**config.mk**
```make
export PLATFORM = sky130hd
export DESIGN_NAME = dss_sequencer
export DESIGN_NICKNAME = d
export VERILOG_FILES = /design/src/rtl/dss_pkg.sv /design/src/rtl/dss_sequencer.sv
export SDC_FILE = /design/constraint.sdc
export NUM_CORES = 1
export LEC_CHECK = 0
export BUFFER_PORTS_ARGS = -buffer_cell sky130_fd_sc_hd__buf_2
export CAP_MARGIN = 20
export CORE_MARGIN = 2
export CORE_UTILIZATION = 54
export CTS_BUF_LIST = sky130_fd_sc_hd__clkbuf_16
export CTS_CLUSTER_DIAMETER = 80
export CTS_CLUSTER_SIZE = 30
export DETAILED_ROUTE_END_ITERATION = 10
export PLACE_DENSITY = 0.79
export SLEW_MARGIN = 5
export SYNTH_ARGS = -nofsm -noshare
export SYNTH_HDL_FRONTEND = slang
export SYNTH_SLANG_ARGS = --single-unit
```
**constraint.sdc**
```tcl
create_clock -name clk_i -period 4.8 [get_ports clk_i]
set_input_delay 0.48 -clock clk_i [delete_from_list [all_inputs] [get_ports clk_i]]
set_output_delay 0.48 -clock clk_i [all_outputs]
set_load 0.01 [all_outputs]
```
**src/rtl/dss_pkg.sv**
```systemverilog
// Shared types, constants and the microprogram of the dynamic two-pole smoother.
// Used by dss_sequencer, dss_datapath and dynamic_svf_smoother; depends on nothing.
`default_nettype none

package dss_pkg;

  // Number formats
  localparam int DATA_W  = 32;                // Q16.16 samples
  localparam int STATE_W = 48;                // saturating stage states
  localparam int GUARD_W = STATE_W - DATA_W;  // extra fraction bits in the states
  localparam int STEP_W  = 5;                 // microprogram address

  // Gain and frequency limits (32 fraction bits)
  localparam logic [32:0] GAIN_ONE = 33'h1_0000_0000;
  localparam logic [33:0] TERM_CAP = 34'h2_0000_0000;
  localparam logic [31:0] WD_CAP   = 32'h8000_0000;

  // Cubic coefficients, 28 fraction bits
  localparam logic [31:0] POLY_C1 = 32'd1609239071;
  localparam logic [31:0] POLY_C2 = 32'd3212983430;
  localparam logic [31:0] POLY_C3 = 32'd4283978085;

  // Register indexes
  localparam logic [1:0] REG_MODE      = 2'd0;
  localparam logic [1:0] REG_BASE_GAIN = 2'd1;
  localparam logic [1:0] REG_SLOPE     = 2'd2;
  localparam logic [1:0] REG_FREQ      = 2'd3;

  // Reset values of the registers
  localparam logic [32:0] BASE_GAIN_RST = 33'd1124420;
  localparam logic [31:0] SLOPE_RST     = 32'd2097152;
  localparam logic [31:0] FREQ_RST      = 32'd178957;

  // Datapath operations, one per microprogram step
  typedef enum logic [4:0] {
    OP_NOP,
    OP_LOAD,     // take the item, band = s1 - s2
    OP_MAG,      // magnitude and sign of the difference
    OP_MUL_LO,   // low 32 bits of magnitude times B operand
    OP_MUL_HI,   // high bits of magnitude times B operand
    OP_TERM,     // slope term, capped
    OP_GAIN,     // linear gain or dynamic frequency, stage one input
    OP_CUB_T,    // C3 * w
    OP_CUB_U,    // u = t - C2
    OP_CUB_UW,   // u * w
    OP_CUB_V,    // v = C1 + floor(u * w), clamped at zero
    OP_CUB_VW,   // v * w
    OP_CUB_G,    // cubic gain, capped
    OP_D1,       // stage one difference
    OP_SCALE,    // signed gain product
    OP_UPD1,     // stage one update
    OP_IN2,      // stage two input
    OP_D2,       // stage two difference
    OP_UPD2,     // stage two update, keep target
    OP_OUT       // load the output register
  } op_e;

  // Multiplier B operand
  typedef enum logic [1:0] {
    B_SLOPE,
    B_GAIN,
    B_FREQ
  } bsel_e;

  // Jump conditions
  typedef enum logic [1:0] {
    J_NONE,
    J_NO_INPUT,
    J_LINEAR,
    J_OUT_BUSY
  } cond_e;

  typedef struct packed {
    op_e               op;
    bsel_e             bsel;
    cond_e             cond;
    logic [STEP_W-1:0] target;
    logic              last;
  } ctrl_t;

  typedef struct packed {
    logic in_valid;
    logic linear;
    logic out_busy;
  } status_t;

  typedef struct packed {
    logic        mode;
    logic [32:0] base_gain;
    logic [31:0] slope_gain;
    logic [31:0] base_freq_ratio;
  } cfg_t;

  // Program labels
  localparam logic [STEP_W-1:0] STEP_IDLE   = 5'd0;
  localparam logic [STEP_W-1:0] STEP_STAGE1 = 5'd12;
  localparam logic [STEP_W-1:0] STEP_OUT    = 5'd25;
  localparam logic [STEP_W-1:0] LAST_STEP   = STEP_OUT;

  function automatic ctrl_t cw(input op_e op, input bsel_e bsel, input cond_e cond,
                               input logic [STEP_W-1:0] target, input logic last);
    ctrl_t c;
    c.op     = op;
    c.bsel   = bsel;
    c.cond   = cond;
    c.target = target;
    c.last   = last;
    return c;
  endfunction

  // Microprogram ROM
  function automatic ctrl_t ucode(input logic [STEP_W-1:0] step);
    ctrl_t c;
    case (step)
      5'd0:    c = cw(OP_LOAD,   B_SLOPE, J_NO_INPUT, STEP_IDLE,   1'b0);
      5'd1:    c = cw(OP_MAG,    B_SLOPE, J_NONE,     STEP_IDLE,   1'b0);
      5'd2:    c = cw(OP_MUL_LO, B_SLOPE, J_NONE,     STEP_IDLE,   1'b0);
      5'd3:    c = cw(OP_MUL_HI, B_SLOPE, J_NONE,     STEP_IDLE,   1'b0);
      5'd4:    c = cw(OP_TERM,   B_SLOPE, J_NONE,     STEP_IDLE,   1'b0);
      5'd5:    c = cw(OP_GAIN,   B_SLOPE, J_LINEAR,   STEP_STAGE1, 1'b0);
      5'd6:    c = cw(OP_CUB_T,  B_FREQ,  J_NONE,     STEP_IDLE,   1'b0);
      5'd7:    c = cw(OP_CUB_U,  B_FREQ,  J_NONE,     STEP_IDLE,   1'b0);
      5'd8:    c = cw(OP_CUB_UW, B_FREQ,  J_NONE,     STEP_IDLE,   1'b0);
      5'd9:    c = cw(OP_CUB_V,  B_FREQ,  J_NONE,     STEP_IDLE,   1'b0);
      5'd10:   c = cw(OP_CUB_VW, B_FREQ,  J_NONE,     STEP_IDLE,   1'b0);
      5'd11:   c = cw(OP_CUB_G,  B_FREQ,  J_NONE,     STEP_IDLE,   1'b0);
      5'd12:   c = cw(OP_D1,     B_GAIN,  J_NONE,     STEP_IDLE,   1'b0);
      5'd13:   c = cw(OP_MAG,    B_GAIN,  J_NONE,     STEP_IDLE,   1'b0);
      5'd14:   c = cw(OP_MUL_LO, B_GAIN,  J_NONE,     STEP_IDLE,   1'b0);
      5'd15:   c = cw(OP_MUL_HI, B_GAIN,  J_NONE,     STEP_IDLE,   1'b0);
      5'd16:   c = cw(OP_SCALE,  B_GAIN,  J_NONE,     STEP_IDLE,   1'b0);
      5'd17:   c = cw(OP_UPD1,   B_GAIN,  J_NONE,     STEP_IDLE,   1'b0);
      5'd18:   c = cw(OP_IN2,    B_GAIN,  J_NONE,     STEP_IDLE,   1'b0);
      5'd19:   c = cw(OP_D2,     B_GAIN,  J_NONE,     STEP_IDLE,   1'b0);
      5'd20:   c = cw(OP_MAG,    B_GAIN,  J_NONE,     STEP_IDLE,   1'b0);
      5'd21:   c = cw(OP_MUL_LO, B_GAIN,  J_NONE,     STEP_IDLE,   1'b0);
      5'd22:   c = cw(OP_MUL_HI, B_GAIN,  J_NONE,     STEP_IDLE,   1'b0);
      5'd23:   c = cw(OP_SCALE,  B_GAIN,  J_NONE,     STEP_IDLE,   1'b0);
      5'd24:   c = cw(OP_UPD2,   B_GAIN,  J_NONE,     STEP_IDLE,   1'b0);
      5'd25:   c = cw(OP_OUT,    B_GAIN,  J_OUT_BUSY, STEP_OUT,    1'b1);
      default: c = cw(OP_NOP,    B_SLOPE, J_NONE,     STEP_IDLE,   1'b1);
    endcase
    return c;
  endfunction

endpackage

`default_nettype wire

```
**src/rtl/dss_sequencer.sv**
```systemverilog
// Step counter and microprogram ROM of the smoother; issues one control word a cycle.
// Depends on dss_pkg.
`default_nettype none

module dss_sequencer (
  input  logic             clk_i,
  input  logic             rst_ni,
  input  dss_pkg::status_t status_i,
  output dss_pkg::ctrl_t   ctrl_o
);

  logic [dss_pkg::STEP_W-1:0] step_q, step_d;
  logic                       jump;

  // Current control word
  assign ctrl_o = dss_pkg::ucode(step_q);

  // Jump condition and next step
  always_comb begin
    case (ctrl_o.cond)
      dss_pkg::J_NONE:     jump = 1'b0;
      dss_pkg::J_NO_INPUT: jump = !status_i.in_valid;
      dss_pkg::J_LINEAR:   jump = status_i.linear;
      dss_pkg::J_OUT_BUSY: jump = status_i.out_busy;
      default:             jump = 1'b0;
    endcase
    if (jump) begin
      step_d = ctrl_o.target;
    end else if (ctrl_o.last) begin
      step_d = dss_pkg::STEP_IDLE;
    end else begin
      step_d = step_q + 1'b1;
    end
  end

  // Step counter
  always_ff @(posedge clk_i or negedge rst_ni) begin
    if (!rst_ni) begin
      step_q <= dss_pkg::STEP_IDLE;
    end else begin
      step_q <= step_d;
    end
  end

`ifndef NO_ASSERTIONS
  a_step_in_program: assert property (@(posedge clk_i) disable iff (!rst_ni)
    step_q <= dss_pkg::LAST_STEP)
    else $error("step counter left the program");

  a_out_returns_idle: assert property (@(posedge clk_i) disable iff (!rst_ni)
    (ctrl_o.op == dss_pkg::OP_OUT && !status_i.out_busy) |=> (step_q == dss_pkg::STEP_IDLE))
    else $error("sequencer did not return to idle after output");
`endif

endmodule

`default_nettype wire

```
==> impl_results.md <==
- Clk_lat worst skew: 230 ps
- Fmax: roughly 430 MHz
- Top_reg_cell synth: dfrtp_1
- Endpoints failing setup: 0
- GRT Total Usage: between 20% and 30%
- Layout fillers: 97
- # resized after CTS: 0
- Post-synth top area cell: dfrtp_1
- Setup_tns: 0 ps
- Area occupied by multi-input gates: ~500 sq um
- Synth cell count leaders: nand2_1, ha_1, a21oi_1, nor2_1, dfrtp_1
- Vias in the first global route: 553
- Pwr Total: 638.6 uW
- DR WL met3: 44 microns
- Fin util: between 70% and 80%
- Io pins: 20
- CTS tree: built
- Root buf cell: clkbuf_16
- Synthesized area per cell: about 8 sq um
- Max FFs per register: 5
- Placed Instances: 112
- Final min period: 2304 ps
- Drt drc: 0
- Core ar.: 1156 sq um
- Yosys warning count: 0
- Share of cells above drive strength 1: 25.49%
- Internal: about 340 uW
- P&R area growth vs syn: 18.00%
- Clk pwr share: between 20% and 30%
- Highest metal used: met4
- Vias per cell: 5.647
- Via count: 655
- Initial antenna violation count: 0
- Initial Util: between 60% and 70%
- Port buffer count: 18
- Nets@finish: around 120
- Synth top area share: 17.83%
- Max cap viols: 0
- Initial DRC count: 12
- Total grt overflow: 0
- Hpwl dp: 1074 microns
- Crit Path Category: reg -> out
- CTS H-tree depth: 1
- Synthesized area: approximately 700 sq um
- Ratio of final minimum period to clock period: between 40% and 50%
- Maximum clock path buffer count: 2
- Die Span X: 40.06 microns
- Required time of the critical path: 4320 ps
- Num CTS Buffers: 3
- Met2 routed WL: 728 microns
- Largest vdd supply drop: 520.6 uV
- Top reg by flops: step_q
- Largest regs: step_q: 5 flops
- Sw frac: 46.53%
- Crit path capture type: output pin
- RSZ-0062 raised after global routing: no
- Design area: 828.3 sq um
- Setup Skew: 1.357 ps
- Pre-CTS setup slack: roughly 2700 ps
- Setup Buffers After CTS: 0
- Final Wtd Congestion: 0.7750
- Total leakage power: 0.4255 nW
- Clock Sinks: 5
- Synth area leaders: dfrtp_1, ha_1, nand2_1
- Synth unique cells: 34
- Number of synthesized register bits: 5
- Largest net degree at the start of global routing: 23
- Comb power frac: 57.4%
- Die Span Y: 40.06 microns
- CTS Hold Bufs: 0
- Worst-path clk slew: 30 ps
- Crit-path max FO: 8
- Crit path DAT: 1820 ps
- Fin. max-slew vios: 0
- Worst min path class: in -> async
- Hold WS: about 56 ps
- Routed wire length: ~1500 microns
- Post-synth EDFFs: 0
- Dpl cell area: 749.5 sq um
- Sequential share of the synthesized area: 17.83%
- Antenna Nets Post-Route: 0
- Count leader, synth: nand2_1
- Seq. cell area: ~130 sq um
- Worst r2r path cells: 6
- Routed length on met1: 676 microns
- Async S/R FF share, synth: 100.0%
- Fin. Hold Viols: 0
- First-pass GRT wire length: 2318 microns
- Die ar.: ~1600 sq um
- Sequential share of power: 21.6%
- Slew @ Worst Pin: 608.4 ps
- Pwr dens: approximately 770 nW/um^2
- Setup ws final: 2496 ps
- Final cell count without fillers: about 120
- Status: completed
- Post-synthesis cell count: 89
- R2R setup slack: 2820 ps
- Cell row count: 12
- Drt first pass iters: 4
- Number of diodes: 0
- Slew margin rel.: 59.44%
- Net count after synthesis: 104
- Worst setup SP type: register
- Wire per inst: 12.73 microns
- Sw power: 297.1 uW
## kinds of logic after synthesis
logic type | count (synthesis) | share of synthesized area [%]
AOI/OAI and AO/OA | 22 | 22.46
adders and majority gates | 10 | 17.83
buffers and inverters | 13 | 10.69
DFF | 5 | 17.83
muxes | 2 | 2.852
other | 1 | 0.5342
and+or+nand+nor | 36 | 27.81
## worst max-delay path, stage by stage (launching register included)
cell and delay [ps]:
dfrtp_1 460, inv_1 160, ha_1 250, nor4b_1 410, or2_2 190, buf_2 120
## power groups by stage
stage | Clock, mW | Sequential (mW) | Combinational (mW)
final | 0.134 | 0.138 | 0.367
after global routing | 0.139 | 0.146 | 0.419
after CTS | 0.137 | 0.137 | 0.370
after detailed placement | 0 | 0.137 | 0.368
after global placement | 0 | 0.133 | 0.365
after floorplan | 0 | 0.0879 | 0.319
## worst paths after layout
check,from,to
setup / recovery,step_q[0],ctrl_o[6]
hold / removal,rst_ni,step_q[3]
setup reg to reg,step_q[0],step_q[3]
hold reg to reg,step_q[0],step_q[3]
max in group asynchronous,rst_ni,step_q[1]
min in group clk_i,status_i[1],step_q[2]
## final cells by class
type                            count  share of cell area (%)
Sequential cell                     5                   15.11
Inverter                            4                   1.813
Timing Repair Buffer               18                   10.88
Clock buffer                        3                   9.063
Multi-Input combinational cell     71                   60.57
Tap cell                           14                   2.115
Clock inverter                      1                  0.4532
## routing by layer
metal | up-vias | GRT usage [%]
met2 | 16 | 33.06
met1 | 304 | 28.91
met3 | 4 | 3.333
met5 | - | 0
li1 | 331 | -
met4 | 0 | 15.52
## layout by cell type (no fill, tap or decap), types with 2 or more instances in the layout
cell,Yosys,layout
dfrtp_1,5,5
clkbuf_16,0,3
nand2b_1,3,3
inv_1,4,5
nor3_1,2,2
and2_1,2,2
buf_2,0,18
nand2_1,11,11
a22oi_1,2,2
ha_1,10,10
a311o_1,2,2
mux2i_1,2,2
o21ai_1,3,3
a21oi_1,7,7
nor2b_1,3,3
nor2_1,7,7
Power figures use the tool's default switching activity.
